$ cat src/design/gda_pkg.sv
// Shared types, constants and calendar functions for the date offset block.
// Depends on nothing; used by every other file of the block.
`default_nettype none

package gda_pkg;

  localparam int unsigned DayW    = 5;
  localparam int unsigned MonthW  = 4;
  localparam int unsigned YearW   = 14;
  localparam int unsigned OffsetW = 16;
  localparam int unsigned DoyW    = 9;
  localparam int unsigned WdayW   = 3;
  localparam int unsigned CentW   = 7;
  localparam int unsigned CountW  = 16;
  localparam int unsigned MulAW   = 14;
  localparam int unsigned MulBW   = 15;
  localparam int unsigned MulPW   = MulAW + MulBW;
  localparam int unsigned QuotW   = 11;

  localparam logic [MonthW-1:0] MonthJan = 4'd1;
  localparam logic [MonthW-1:0] MonthFeb = 4'd2;
  localparam logic [MonthW-1:0] MonthMar = 4'd3;
  localparam logic [MonthW-1:0] MonthDec = 4'd12;
  localparam logic [YearW-1:0]  YearMin  = 14'd1;
  localparam logic [YearW-1:0]  YearMax  = 14'd9999;
  localparam logic [CentW-1:0]  LastInCentury = 7'd99;

  localparam logic [MulBW-1:0] Recip100      = 15'd10486;
  localparam int unsigned      Recip100Shift = 20;
  localparam logic [MulBW-1:0] Recip7        = 15'd18725;
  localparam int unsigned      Recip7Shift   = 17;
  localparam logic [MulBW-1:0] Mul100        = 15'd100;
  localparam logic [MulBW-1:0] Mul7          = 15'd7;

  typedef struct packed {
    logic [DayW-1:0]   rd;
    logic [MonthW-1:0] rm;
    logic [YearW-1:0]  ry;
    logic [CentW-1:0]  r100;
    logic [CentW-1:0]  cent;
    logic [CountW-1:0] n;
    logic              back;
  } step_t;

  typedef struct packed {
    step_t nxt;
    logic  err;
  } step_res_t;

  function automatic logic is_leap(input logic [1:0] ylo, input logic [CentW-1:0] r100,
                                   input logic [CentW-1:0] cent);
    return ((ylo == 2'd0) && (r100 != '0)) || ((r100 == '0) && (cent[1:0] == 2'd0));
  endfunction

  function automatic logic [DayW-1:0] month_days(input logic [MonthW-1:0] m,
                                                 input logic leap);
    logic [DayW-1:0] r;
    case (m)
      4'd2:                      r = leap ? 5'd29 : 5'd28;
      4'd4, 4'd6, 4'd9, 4'd11:   r = 5'd30;
      default:                   r = 5'd31;
    endcase
    return r;
  endfunction

  function automatic logic [DoyW-1:0] days_before(input logic [MonthW-1:0] m);
    logic [DoyW-1:0] r;
    case (m)
      4'd2:    r = 9'd31;
      4'd3:    r = 9'd59;
      4'd4:    r = 9'd90;
      4'd5:    r = 9'd120;
      4'd6:    r = 9'd151;
      4'd7:    r = 9'd181;
      4'd8:    r = 9'd212;
      4'd9:    r = 9'd243;
      4'd10:   r = 9'd273;
      4'd11:   r = 9'd304;
      4'd12:   r = 9'd334;
      default: r = 9'd0;
    endcase
    return r;
  endfunction

  function automatic logic [2:0] sakamoto(input logic [MonthW-1:0] m);
    logic [2:0] r;
    case (m)
      4'd2:    r = 3'd3;
      4'd3:    r = 3'd2;
      4'd4:    r = 3'd5;
      4'd5:    r = 3'd0;
      4'd6:    r = 3'd3;
      4'd7:    r = 3'd5;
      4'd8:    r = 3'd1;
      4'd9:    r = 3'd4;
      4'd10:   r = 3'd6;
      4'd11:   r = 3'd2;
      4'd12:   r = 3'd4;
      default: r = 3'd0;
    endcase
    return r;
  endfunction

endpackage

`default_nettype wire

$ cat src/design/gda_in_if.sv
// Input channel: start date and signed day offset with valid/ready.
// Depends on gda_pkg for the field widths.
`default_nettype none

interface gda_in_if;
  logic                                valid;
  logic                                ready;
  logic [gda_pkg::DayW-1:0]            start_day;
  logic [gda_pkg::MonthW-1:0]          start_month;
  logic [gda_pkg::YearW-1:0]           start_year;
  logic signed [gda_pkg::OffsetW-1:0]  day_offset;

  modport source (output valid, start_day, start_month, start_year, day_offset,
                  input ready);
  modport sink   (input valid, start_day, start_month, start_year, day_offset,
                  output ready);
endinterface

`default_nettype wire

$ cat src/design/gda_out_if.sv
// Output channel: resulting date, ordinal day, weekday and range flag.
// Depends on gda_pkg for the field widths.
`default_nettype none

interface gda_out_if;
  logic                        valid;
  logic                        ready;
  logic [gda_pkg::DayW-1:0]    new_day;
  logic [gda_pkg::MonthW-1:0]  new_month;
  logic [gda_pkg::YearW-1:0]   new_year;
  logic [gda_pkg::DoyW-1:0]    day_of_year;
  logic [gda_pkg::WdayW-1:0]   weekday;
  logic                        range_error;

  modport source (output valid, new_day, new_month, new_year, day_of_year, weekday,
                  range_error, input ready);
  modport sink   (input valid, new_day, new_month, new_year, day_of_year, weekday,
                  range_error, output ready);
endinterface

`default_nettype wire

$ cat src/design/gda_step.sv
// Month stepping unit: advances or rewinds the working date by one month or
// finishes the offset inside the current month. Depends on gda_pkg.
`default_nettype none

module gda_step (
  input  wire gda_pkg::step_t cur_i,
  output gda_pkg::step_res_t  res_o
);

  logic                         leap;
  logic [gda_pkg::DayW-1:0]     dim;
  logic [gda_pkg::DayW-1:0]     rest;
  logic [gda_pkg::MonthW-1:0]   prev_m;

  assign leap   = gda_pkg::is_leap(cur_i.ry[1:0], cur_i.r100, cur_i.cent);
  assign dim    = gda_pkg::month_days(cur_i.rm, leap);
  assign rest   = dim - cur_i.rd;
  assign prev_m = cur_i.rm - 4'd1;

  always_comb begin
    res_o.nxt = cur_i;
    res_o.err = 1'b0;
    if (!cur_i.back) begin
      if (cur_i.n <= gda_pkg::CountW'(rest)) begin
        res_o.nxt.rd = cur_i.rd + cur_i.n[gda_pkg::DayW-1:0];
        res_o.nxt.n  = '0;
      end else begin
        res_o.nxt.n  = cur_i.n - gda_pkg::CountW'(rest) - 16'd1;
        res_o.nxt.rd = 5'd1;
        if (cur_i.rm == gda_pkg::MonthDec) begin
          res_o.nxt.rm = gda_pkg::MonthJan;
          res_o.nxt.ry = cur_i.ry + 14'd1;
          res_o.err    = (cur_i.ry >= gda_pkg::YearMax);
          if (cur_i.r100 == gda_pkg::LastInCentury) begin
            res_o.nxt.r100 = '0;
            res_o.nxt.cent = cur_i.cent + 7'd1;
          end else begin
            res_o.nxt.r100 = cur_i.r100 + 7'd1;
          end
        end else begin
          res_o.nxt.rm = cur_i.rm + 4'd1;
        end
      end
    end else begin
      if (cur_i.n < gda_pkg::CountW'(cur_i.rd)) begin
        res_o.nxt.rd = cur_i.rd - cur_i.n[gda_pkg::DayW-1:0];
        res_o.nxt.n  = '0;
      end else begin
        res_o.nxt.n = cur_i.n - gda_pkg::CountW'(cur_i.rd);
        if (cur_i.rm == gda_pkg::MonthJan) begin
          res_o.nxt.rm = gda_pkg::MonthDec;
          res_o.nxt.rd = 5'd31;
          res_o.err    = (cur_i.ry <= gda_pkg::YearMin);
          res_o.nxt.ry = cur_i.ry - 14'd1;
          if (cur_i.r100 == '0) begin
            res_o.nxt.r100 = gda_pkg::LastInCentury;
            res_o.nxt.cent = cur_i.cent - 7'd1;
          end else begin
            res_o.nxt.r100 = cur_i.r100 - 7'd1;
          end
        end else begin
          res_o.nxt.rm = prev_m;
          res_o.nxt.rd = gda_pkg::month_days(prev_m, leap);
        end
      end
    end
  end

endmodule

`default_nettype wire

$ cat src/design/gregorian_date_add_days.sv
// Top level of the Gregorian date offset block: sequencer, shared multiplier
// and output register. Depends on gda_pkg, gda_in_if, gda_out_if and gda_step.
//
// Each transfer on the input carries a start date and a signed day offset; one
// result transfer follows with the moved date, its day of the year, its weekday
// (0 is Sunday) and a range flag. Out-of-range start fields are first clamped
// to a valid date. The date moves one month per clock cycle in the month
// stepping loop; the clamping and the weekday are done before and after that
// loop, respectively, on one shared multiplier. The input is ready only while
// no item is in work; a finished result waits in the output register while
// the next item is taken in.
`default_nettype none

module gregorian_date_add_days (
  input  wire           clk_i,
  input  wire           rst_ni,
  gda_in_if.sink        in_i,
  gda_out_if.source     out_o
);

  localparam logic [2:0] StIdle  = 3'd0;
  localparam logic [2:0] StNorm0 = 3'd1;
  localparam logic [2:0] StNorm1 = 3'd2;
  localparam logic [2:0] StNorm2 = 3'd3;
  localparam logic [2:0] StStep  = 3'd4;
  localparam logic [2:0] StFin0  = 3'd5;
  localparam logic [2:0] StFin1  = 3'd6;
  localparam logic [2:0] StFin2  = 3'd7;

  logic [2:0] state_q, state_d;
  logic       fin3_q, fin3_d;
  logic       out_valid_q, out_valid_d;

  logic [gda_pkg::DayW-1:0]    raw_d_q;
  logic [gda_pkg::MonthW-1:0]  raw_m_q;
  logic [gda_pkg::YearW-1:0]   raw_y_q;
  gda_pkg::step_t              cur_q;
  gda_pkg::step_t              start_q;
  logic                        err_q;
  logic [gda_pkg::QuotW-1:0]   quot_q;
  logic [gda_pkg::YearW-1:0]   sum_q;
  logic [gda_pkg::DoyW-1:0]    doy_q;

  logic [gda_pkg::DayW-1:0]    o_day_q;
  logic [gda_pkg::MonthW-1:0]  o_month_q;
  logic [gda_pkg::YearW-1:0]   o_year_q;
  logic [gda_pkg::DoyW-1:0]    o_doy_q;
  logic [gda_pkg::WdayW-1:0]   o_wday_q;
  logic                        o_err_q;

  logic [gda_pkg::MulAW-1:0]   mul_a;
  logic [gda_pkg::MulBW-1:0]   mul_b;
  logic [gda_pkg::MulPW-1:0]   mul_p;

  logic [gda_pkg::MonthW-1:0]  m_cl;
  logic [gda_pkg::YearW-1:0]   y_cl;
  logic [gda_pkg::CountW-1:0]  n_abs;
  logic                        cur_leap;
  logic [gda_pkg::DayW-1:0]    cur_dim;
  logic [gda_pkg::YearW-1:0]   adj_y;
  logic [gda_pkg::YearW-1:0]   wsum;
  logic [gda_pkg::YearW-1:0]   wrem;
  logic                        in_xfer;
  logic                        out_free;
  gda_pkg::step_res_t          step_res;

  gda_step u_step (
    .cur_i (cur_q),
    .res_o (step_res)
  );

  assign in_xfer  = in_i.valid && in_i.ready;
  assign out_free = !out_valid_q || out_o.ready;
  assign in_i.ready = (state_q == StIdle) && !fin3_q;

  assign m_cl = (raw_m_q == '0) ? gda_pkg::MonthJan :
                (raw_m_q > gda_pkg::MonthDec) ? gda_pkg::MonthDec : raw_m_q;
  assign y_cl = (raw_y_q == '0) ? gda_pkg::YearMin :
                (raw_y_q > gda_pkg::YearMax) ? gda_pkg::YearMax : raw_y_q;

  assign n_abs = in_i.day_offset[gda_pkg::OffsetW-1] ?
                 gda_pkg::CountW'(~in_i.day_offset + 16'sd1) :
                 gda_pkg::CountW'(in_i.day_offset);

  assign cur_leap = gda_pkg::is_leap(cur_q.ry[1:0], cur_q.r100, cur_q.cent);
  assign cur_dim  = gda_pkg::month_days(cur_q.rm, cur_leap);
  assign adj_y    = (cur_q.rm < gda_pkg::MonthMar) ? cur_q.ry - 14'd1 : cur_q.ry;

  assign wsum = adj_y + (adj_y >> 2) - gda_pkg::YearW'(quot_q)
              + gda_pkg::YearW'(quot_q >> 2)
              + gda_pkg::YearW'(gda_pkg::sakamoto(cur_q.rm))
              + gda_pkg::YearW'(cur_q.rd);
  assign wrem = sum_q - mul_p[gda_pkg::YearW-1:0];

  // One multiplier serves the reciprocal divisions and their remainders.
  always_comb begin
    mul_a = adj_y;
    mul_b = gda_pkg::Recip100;
    if (fin3_q) begin
      mul_a = gda_pkg::MulAW'(quot_q);
      mul_b = gda_pkg::Mul7;
    end else begin
      case (state_q)
        StNorm0: begin
          mul_a = y_cl;
          mul_b = gda_pkg::Recip100;
        end
        StNorm1: begin
          mul_a = gda_pkg::MulAW'(quot_q);
          mul_b = gda_pkg::Mul100;
        end
        StFin2: begin
          mul_a = sum_q;
          mul_b = gda_pkg::Recip7;
        end
        default: begin
          mul_a = adj_y;
          mul_b = gda_pkg::Recip100;
        end
      endcase
    end
  end

  assign mul_p = gda_pkg::MulPW'(mul_a) * gda_pkg::MulPW'(mul_b);

  always_comb begin
    state_d     = state_q;
    fin3_d      = fin3_q;
    out_valid_d = out_valid_q;
    if (out_valid_q && out_o.ready) begin
      out_valid_d = 1'b0;
    end
    if (fin3_q) begin
      if (out_free) begin
        fin3_d      = 1'b0;
        out_valid_d = 1'b1;
      end
    end else begin
      case (state_q)
        StIdle:  if (in_xfer) state_d = StNorm0;
        StNorm0: state_d = StNorm1;
        StNorm1: state_d = StNorm2;
        StNorm2: state_d = StStep;
        StStep:  if ((cur_q.n == '0) || step_res.err) state_d = StFin0;
        StFin0:  state_d = StFin1;
        StFin1:  state_d = StFin2;
        StFin2: begin
          state_d = StIdle;
          fin3_d  = 1'b1;
        end
        default: state_d = StIdle;
      endcase
    end
  end

  always_ff @(posedge clk_i or negedge rst_ni) begin
    if (!rst_ni) begin
      state_q     <= StIdle;
      fin3_q      <= 1'b0;
      out_valid_q <= 1'b0;
    end else begin
      state_q     <= state_d;
      fin3_q      <= fin3_d;
      out_valid_q <= out_valid_d;
    end
  end

  always_ff @(posedge clk_i) begin
    if (in_xfer) begin
      raw_d_q    <= in_i.start_day;
      raw_m_q    <= in_i.start_month;
      raw_y_q    <= in_i.start_year;
      cur_q.n    <= n_abs;
      cur_q.back <= in_i.day_offset[gda_pkg::OffsetW-1];
      err_q      <= 1'b0;
    end
    if (!fin3_q) begin
      case (state_q)
        StNorm0: begin
          cur_q.rm <= m_cl;
          cur_q.ry <= y_cl;
          cur_q.rd <= (raw_d_q == '0) ? 5'd1 : raw_d_q;
          quot_q   <= gda_pkg::QuotW'(mul_p[gda_pkg::Recip100Shift +: gda_pkg::CentW]);
        end
        StNorm1: begin
          cur_q.r100 <= gda_pkg::CentW'(cur_q.ry - mul_p[gda_pkg::YearW-1:0]);
          cur_q.cent <= gda_pkg::CentW'(quot_q);
        end
        StNorm2: begin
          if (cur_q.rd > cur_dim) begin
            cur_q.rd   <= cur_dim;
            start_q.rd <= cur_dim;
          end else begin
            start_q.rd <= cur_q.rd;
          end
          start_q.rm   <= cur_q.rm;
          start_q.ry   <= cur_q.ry;
          start_q.r100 <= cur_q.r100;
          start_q.cent <= cur_q.cent;
          start_q.n    <= cur_q.n;
          start_q.back <= cur_q.back;
        end
        StStep: begin
          if (cur_q.n != '0) begin
            if (step_res.err) begin
              err_q <= 1'b1;
              cur_q <= start_q;
            end else begin
              cur_q <= step_res.nxt;
            end
          end
        end
        StFin0: begin
          quot_q <= gda_pkg::QuotW'(mul_p[gda_pkg::Recip100Shift +: gda_pkg::CentW]);
          doy_q  <= gda_pkg::days_before(cur_q.rm) + gda_pkg::DoyW'(cur_q.rd)
                  + gda_pkg::DoyW'(cur_leap && (cur_q.rm > gda_pkg::MonthFeb));
        end
        StFin1: begin
          sum_q <= wsum;
        end
        StFin2: begin
          quot_q <= mul_p[gda_pkg::Recip7Shift +: gda_pkg::QuotW];
        end
        default: begin
        end
      endcase
    end
    if (fin3_q && out_free) begin
      o_day_q   <= cur_q.rd;
      o_month_q <= cur_q.rm;
      o_year_q  <= cur_q.ry;
      o_doy_q   <= doy_q;
      o_wday_q  <= wrem[gda_pkg::WdayW-1:0];
      o_err_q   <= err_q;
    end
  end

  assign out_o.valid       = out_valid_q;
  assign out_o.new_day     = o_day_q;
  assign out_o.new_month   = o_month_q;
  assign out_o.new_year    = o_year_q;
  assign out_o.day_of_year = o_doy_q;
  assign out_o.weekday     = o_wday_q;
  assign out_o.range_error = o_err_q;

endmodule

`default_nettype wire

$ cat src/flat_wrapper.sv
// flat-port wrapper written by rule: the top's interface ports become plain ports
module gregorian_date_add_days_flat 
  (clk_i, rst_ni, in_i_valid, in_i_start_day, in_i_start_month, in_i_start_year, in_i_day_offset, in_i_ready, out_o_valid, out_o_new_day, out_o_new_month, out_o_new_year, out_o_day_of_year, out_o_weekday, out_o_range_error, out_o_ready);
  gda_in_if in_i_i ();
  gda_out_if out_o_i ();
  input  wire clk_i;
  input  wire rst_ni;
  input wire logic [$bits(in_i_i.valid)-1:0] in_i_valid;
  input wire logic [$bits(in_i_i.start_day)-1:0] in_i_start_day;
  input wire logic [$bits(in_i_i.start_month)-1:0] in_i_start_month;
  input wire logic [$bits(in_i_i.start_year)-1:0] in_i_start_year;
  input wire logic [$bits(in_i_i.day_offset)-1:0] in_i_day_offset;
  output wire logic [$bits(in_i_i.ready)-1:0] in_i_ready;
  output wire logic [$bits(out_o_i.valid)-1:0] out_o_valid;
  output wire logic [$bits(out_o_i.new_day)-1:0] out_o_new_day;
  output wire logic [$bits(out_o_i.new_month)-1:0] out_o_new_month;
  output wire logic [$bits(out_o_i.new_year)-1:0] out_o_new_year;
  output wire logic [$bits(out_o_i.day_of_year)-1:0] out_o_day_of_year;
  output wire logic [$bits(out_o_i.weekday)-1:0] out_o_weekday;
  output wire logic [$bits(out_o_i.range_error)-1:0] out_o_range_error;
  input wire logic [$bits(out_o_i.ready)-1:0] out_o_ready;
  assign in_i_i.valid = in_i_valid;
  assign in_i_i.start_day = in_i_start_day;
  assign in_i_i.start_month = in_i_start_month;
  assign in_i_i.start_year = in_i_start_year;
  assign in_i_i.day_offset = in_i_day_offset;
  assign in_i_ready = in_i_i.ready;
  assign out_o_valid = out_o_i.valid;
  assign out_o_new_day = out_o_i.new_day;
  assign out_o_new_month = out_o_i.new_month;
  assign out_o_new_year = out_o_i.new_year;
  assign out_o_day_of_year = out_o_i.day_of_year;
  assign out_o_weekday = out_o_i.weekday;
  assign out_o_range_error = out_o_i.range_error;
  assign out_o_i.ready = out_o_ready;
  gregorian_date_add_days u_core (.clk_i(clk_i), .rst_ni(rst_ni), .in_i(in_i_i), .out_o(out_o_i));
endmodule
$ cat config.mk
export PLATFORM = sky130hd
export DESIGN_NAME = gregorian_date_add_days_flat
export DESIGN_NICKNAME = d
export VERILOG_FILES = /design/src/design/gda_pkg.sv /design/src/design/gda_in_if.sv /design/src/design/gda_out_if.sv /design/src/design/gda_step.sv /design/src/design/gregorian_date_add_days.sv /design/src/flat_wrapper.sv
export SDC_FILE = /design/constraint.sdc
export NUM_CORES = 1
export LEC_CHECK = 0
export BUFFER_PORTS_ARGS = -buffer_cell sky130_fd_sc_hd__buf_2
export CORE_ASPECT_RATIO = 1.2
export CORE_UTILIZATION = 59
export DETAILED_ROUTE_END_ITERATION = 10
export GPL_TIMING_DRIVEN = 0
export PLACE_DENSITY_LB_ADDON = 0.1
export SYNTH_ARGS = -nofsm -noshare
export SYNTH_HDL_FRONTEND = slang
export SYNTH_SLANG_ARGS = --single-unit
$ cat constraint.sdc
create_clock -name clk_i -period 9.1 [get_ports clk_i]
set_input_delay 1.82 -clock clk_i [delete_from_list [all_inputs] [get_ports clk_i]]
set_output_delay 1.82 -clock clk_i [all_outputs]
set_load 0.02 [all_outputs]
==> qor.txt, run 1 <==
routed vias = 14,700
maximum buffer depth of the clock tree = 3
DRT Wirelength = 52.0 mm
sequential area share after synthesis = 32.5%
number of synthesized flops with an enable pin = 175
drt via density = 6.12
First-pass DRT Iterations = 6
max-cap violation count = 0
Die W = 163 microns
most common cell after layout, fill and taps aside = inv_1
Startpoint Class = flip-flop
DR WL/cell = 21.7 microns
Residual DRC = 0
most used cell, CP = fa_1
CTS tree = built
Mapped Area = 0.0183 sq mm
I/O pin count = 81
YS warnings = 0
fin crit period = 8840 ps
GP Congestion = 0.963
Worst-Skew Late Latency = 540 ps
status = finished, final reports clean
worst-path fanout max = 7
Area Growth Syn to Fin = 10.8%
Hold Fails Final Rpt = 0
CP arrival = 9100 ps
clock sink count = 209
RSZ-0062 raised after global routing = true
cts hold-fix bufs = 0
post-synth cell types = 82
Final period util = 97.1%
Starting Density = 60.0%
area of the multi-input gates = 0.0113 sq mm
grt total ovfl = 0
global-route wire length before repair = 81.2 mm
number of global-route vias before repair = 14,900
worst-margin pin slew = 1260 ps
die area = 0.0318 sq mm
Buffers on Ports = 80
filler cell count = 2,472
CP endpoint kind = flip-flop
CP Data Required Time = 9360 ps
count of final max-slew check failures = 0
Syn Area/Cell = 9.87 sq um
fraction of registers with async set/reset = 2.39%
Final Util = 66.5%
Rel. slew slack = 15.8%
Nets = 2,364
CTS root buf = clkbuf_16
Core Rows = 70
Std-Cell Core Area = 0.0306 sq mm
Slowest-stage cell, CP = fa_1
Setup-failing EPs final = 0
layout cells sized above 1 = 10.5%
WHS = 417 ps
Total GRT Usage = 33.6%
Mapped Cells = 1,858
kind of critical path = reg -> reg
die height = 195 microns
DRT iter0 DRCs = 1,189
fmax = 113 MHz
final worst slack = 263 ps
#FFs+latches synth = 209
largest net degree at the start of global routing = 31
hold crit path type = reg -> reg
max incr delay on CP = 540 ps
Primary FF master, synth = edfxtp_1
commonest cells after routing, fill and taps aside = inv_1 (252), ha_1 (204), edfxtp_1 (175)
register area = 0.00596 sq mm
syn nets = 2,241
HPWL after DPL = 41.3 mm
Place WS = -1160 ps
Post-DRT Antenna Nets = 0
Clock Skews = 16.8 ps
H-tree Lvls = 1
Clk pin slew, worst setup/hold paths = 70 ps
initial antenna violation count = 0
CTS Buf Count = 23
==> repair_timing <==
item,CTS,global route
resized for setup,14,19
setup endpoints to repair,11,11
buffers inserted,3,12
pin swaps,2,3
==> metal layers <==
metal	share of wire (%)	track usage, %
met1	37	39.1
met3	5.8	3.36
met4	5.4	17.5
met2	52	60.7
met5	0	0
==> critical path: cells and delay by family (launching register included) <==
kind,cells,cell delay (ps)
flops,1,420
compound gates,5,1340
xor+xnor,2,530
buf+inv,5,620
simple gates,9,2030
fa+ha+maj,8,3600
==> worst paths after layout <==
kind | depth (start not counted) | startpoint | to | slack (ps)
worst max-delay path | 29 | u_core.cur_q[31]$_DFFE_PP_ | u_core.quot_q[3]$_DFFE_PP_ | 260
worst min register to register | 0 | u_core.doy_q[7]$_DFFE_PP_ | u_core.out_o.day_of_year[7]$_DFFE_PP_ | 420
max in group asynchronous | 1 | rst_ni | u_core.out_o.valid$_DFF_PN0_ | 7860
worst max register to register | 29 | u_core.cur_q[31]$_DFFE_PP_ | u_core.quot_q[3]$_DFFE_PP_ | 260
worst min-delay path | 0 | u_core.doy_q[7]$_DFFE_PP_ | u_core.out_o.day_of_year[7]$_DFFE_PP_ | 420
min in group asynchronous | 1 | rst_ni | u_core.fin3_q$_DFF_PN0_ | 1090
==> cell usage after synthesis (17+ instances only) <==
cell type  count  area share, %
dfxtp_1       29            3.2
xnor2_1       68            3.2
o21ai_0       76            2.1
nand2_1      119            2.4
xor2_1        34            1.6
a211oi_1      17           0.70
nand2b_1      22           0.75
ha_1         206             14
nor2_1       159            3.3
o22ai_1       30            1.0
inv_1        252            5.2
nor3_1        40            1.1
edfxtp_1     175             29
clkbuf_1      56            1.1
fa_1         134             15
a21o_1        24           0.98
a21oi_1      111            3.0
nand3_1       38            1.0
mux2i_1       20            1.1
nor2b_1       21           0.72
==> stage by stage <==
| step | setup TNS [ps] | instances | instance area (sq um) |
|---|---|---|---|
| 2_1_floorplan | 0 | 1858 | 18300 |
| 3_3_place_gp | -8970 | 2334 | 19200 |
| 3_5_place_dp | -9500 | 2337 | 19300 |
| 4_1_cts | 0 | 2382 | 20100 |
| 5_1_grt | -137 | 2394 | 20300 |
| 6_report | 0 | 2395 | 20300 |
==> cell families after synthesis <==
family | share of synthesized area, %
AO/OA/AOI/OAI | 13.1
XOR/XNOR | 4.87
adder cells (fa/ha/maj) | 28.7
buffers and inverters | 6.83
flip-flops | 32.5
multiplexers | 1.77
AND/OR/NAND/NOR | 12.3
==> registers in the layout, summed over array words and instances, names as in the netlist, 9 cells and up, named ones only <==
name                      flops
u_core.cur_q                 49
u_core.start_q               49
u_core.out_o.new_year        14
u_core.raw_y_q               14
u_core.sum_q                 14
u_core.quot_q                11
u_core.doy_q                  9
u_core.out_o.day_of_year      9
==> area by class of cell <==
class / count / area share, %
antenna: 1 / 0.0123
buffer: 71 / 1.49
clock buffer: 32 / 3.35
clock inverter: 10 / 0.295
inverter: 253 / 4.67
multi-input combinational: 1324 / 55.5
sequential: 209 / 29.3
tap: 396 / 2.44
timing repair buffer: 99 / 2.91
Power of run 1 is not shown: default switching activity piles up to over one toggle a cycle in this logic, so the estimate is an artifact.
==> inputs of run 2 (changes only) <==
--- a/config.mk
+++ b/config.mk
@@ -9,7 +9,7 @@
 export CORE_ASPECT_RATIO = 1.2
 export CORE_UTILIZATION = 59
 export DETAILED_ROUTE_END_ITERATION = 10
-export GPL_TIMING_DRIVEN = 0
+export GPL_TIMING_DRIVEN = 1
 export PLACE_DENSITY_LB_ADDON = 0.1
 export SYNTH_ARGS = -nofsm -noshare
 export SYNTH_HDL_FRONTEND = slang
==> run 2 against run 1 <==
Compared with the run above: die area unchanged; sequential cell count stayed put; largest cell class unchanged; worst setup slack improved by 410 ps; highest routed layer unchanged; sequential share of layout area rose by 0.50 points; first-iteration DRC count decreased by 9.2%; hold slack is essentially flat; critical endpoint unchanged; global-route usage decreased by 2.0 points.
==> qor.txt, run 2 (synthesized netlist as in run 1, its figures left out) <==
CTS tree = built
Die W = 163 microns (unchanged)
CTS root buf = clkbuf_16
grt total ovfl = 0 (unchanged)
DRT Wirelength = 48.5 mm (-6.6%)
Post-DRT Antenna Nets = 0 (unchanged)
worst-margin pin slew = 1100 ps (-162 ps)
most used cell, CP = fa_1
Residual DRC = 0 (unchanged)
Clk pin slew, worst setup/hold paths = 60 ps (about the same)
met3 GRT Util = 3.44% (+0.085 points)
Final period util = 92.6% (-4.5 points)
layout cells sized above 1 = 9.71% (-0.75 points)
met1 Resource Use GR = 36.0% (-3.2 points)
Std-Cell Core Area = 0.0306 sq mm (unchanged)
fmax = 119 MHz (+4.9%)
CP arrival = 8690 ps (-410 ps)
GP Congestion = 0.959 (-0.45%)
HPWL after DPL = 37.9 mm (-8.1%)
CTS Buf Count = 24 (+4.3%)
RSZ-0062 raised after global routing = false
Area Growth Syn to Fin = 8.98%
count of final max-slew check failures = 0 (unchanged)
hold crit path type = reg -> reg
Core Rows = 70 (unchanged)
global-route wire length before repair = 77.0 mm (-5.2%)
layer with the highest usage = met2
most common cell after layout, fill and taps aside = inv_1
Slowest-stage cell, CP = fa_1
Rel. slew slack = 26.4% (+11 points)
First-pass DRT Iterations = 6 (unchanged)
Buffers on Ports = 80 (unchanged)
clock sink count = 209 (unchanged)
Clock Skews = 21.1 ps (+4.31 ps)
Hold Fails Final Rpt = 0 (unchanged)
Total GRT Usage = 31.6% (-2.0 points)
number of global-route vias before repair = 14,500 (-3.3%)
cts hold-fix bufs = 0 (unchanged)
routed vias = 14,100 (-4.0%)
Reg2Reg Depth = 30 (+3.4%)
initial antenna violation count = 0 (unchanged)
kind of critical path = reg -> reg
commonest cells after routing, fill and taps aside = inv_1 (252), ha_1 (206), edfxtp_1 (175)
Nets = 2,311 (-2.2%)
DR WL/cell = 20.7 microns (-4.5%)
Starting Density = 60.0% (unchanged)
ant diodes = 0 (-1)
Regs by FF count = u_core.cur_q: 49 flops, u_core.start_q: 49 flops
status = finished, final reports clean
drt via density = 6.00 (-1.8%)
max-cap violation count = 0 (unchanged)
die height = 195 microns (unchanged)
Setup-failing EPs final = 0 (unchanged)
max incr delay on CP = 560 ps (+20 ps)
worst-path fanout max = 5 (-2)
Worst-Skew Late Latency = 550 ps (about the same)
grt met2 use = 58.3% (-2.5 points)
I/O pin count = 81 (unchanged)
largest net degree at the start of global routing = 58 (+87%)
H-tree Lvls = 1 (unchanged)
final setup TNS = 0 ps (unchanged)
die area = 0.0318 sq mm (unchanged)
CP endpoint kind = flip-flop
CP Data Required Time = 9370 ps (about the same)
Min-Delay Path Depth = 0 (unchanged)
maximum buffer depth of the clock tree = 3 (unchanged)
Startpoint Class = flip-flop
DRT iter0 DRCs = 1,080 (-9.2%)
fin crit period = 8420 ps (-412 ps)
==> run 2: cell count changes in the layout (fill, tap and decap cells not counted), moves of 3 or more <==
| cell | change |
|---|---|
| buf_1 | -4 |
| buf_6 | -4 |
| nor2_1 | +6 |
| nor2_2 | -5 |
| buf_2 | -8 |
| clkbuf_2 | -3 |
| clkinv_2 | -3 |
| nor3_2 | -4 |
| clkbuf_1 | -50 |
| nor3_1 | +5 |
| buf_4 | +21 |
==> run 2: worst max-delay path, delay by kind of cell, from the launching register on <==
kind | cells | cell delay [ps]
adders and majority gates | 8 | 3730
and+or+nand+nor | 9 | 2100
AOI/OAI and AO/OA | 6 | 1110
xor gates and xnor gates | 2 | 480
DFF | 1 | 390
buffers and inverters | 5 | 360
==> run 2: worst paths after layout <==
kind,slack (ps),end,start
max in group asynchronous,7840,u_core.fin3_q$_DFF_PN0_,rst_ni
worst min-delay path,420,u_core.out_o.day_of_year[7]$_DFFE_PP_,u_core.doy_q[7]$_DFFE_PP_
min in group asynchronous,1090,u_core.state_q[2]$_DFFE_PN0P_,rst_ni
worst max-delay path,680,u_core.quot_q[3]$_DFFE_PP_,u_core.cur_q[45]$_DFFE_PP_
worst min register to register,420,u_core.out_o.day_of_year[7]$_DFFE_PP_,u_core.doy_q[7]$_DFFE_PP_
worst max register to register,680,u_core.quot_q[3]$_DFFE_PP_,u_core.cur_q[45]$_DFFE_PP_
==> run 2: area by class of cell <==
class | instances | area (sq um)
Multi-Input combinational cell | 1324 | 11200
Fill cell | 2503 | 10600
Sequential cell | 209 | 5960
Inverter | 253 | 950
Timing Repair Buffer | 116 | 671
Clock buffer | 33 | 666
Tap cell | 396 | 495
Clock inverter | 11 | 73.8
==> run 2: metal layers <==
layer / part of all wire [%] / up-vias / routed length (microns)
met5: 0 / - / 0
met4: 5.0 / 0 / 2420
met3: 5.0 / 137 / 2420
met2: 53 / 488 / 25600
met1: 37 / 6836 / 18100
li1: - / 6601 / -
==> run 2: metrics by stage <==
step / utilization (%) / setup slack [ps] / area (sq um) / std cells / hold slack, ps
global route: 65.4 / 73.7 / 20000 / 2342 / 426
finish: 65.4 / 675 / 20000 / 2342 / 417
CTS: 65.4 / 490 / 20000 / 2342 / 420
floorplan: - / 1090 / 18300 / 1858 / 400
detailed placement: 62.9 / 538 / 19200 / 2298 / 405
global placement: 62.9 / 655 / 19200 / 2298 / 402
==> run 2: what timing repair did <==
action	4_1_cts	5_1_grt
resized for setup	0	4
endpoints found under the setup margin	0	7
buffers inserted	0	0
Power of run 2 is left out for the same reason.
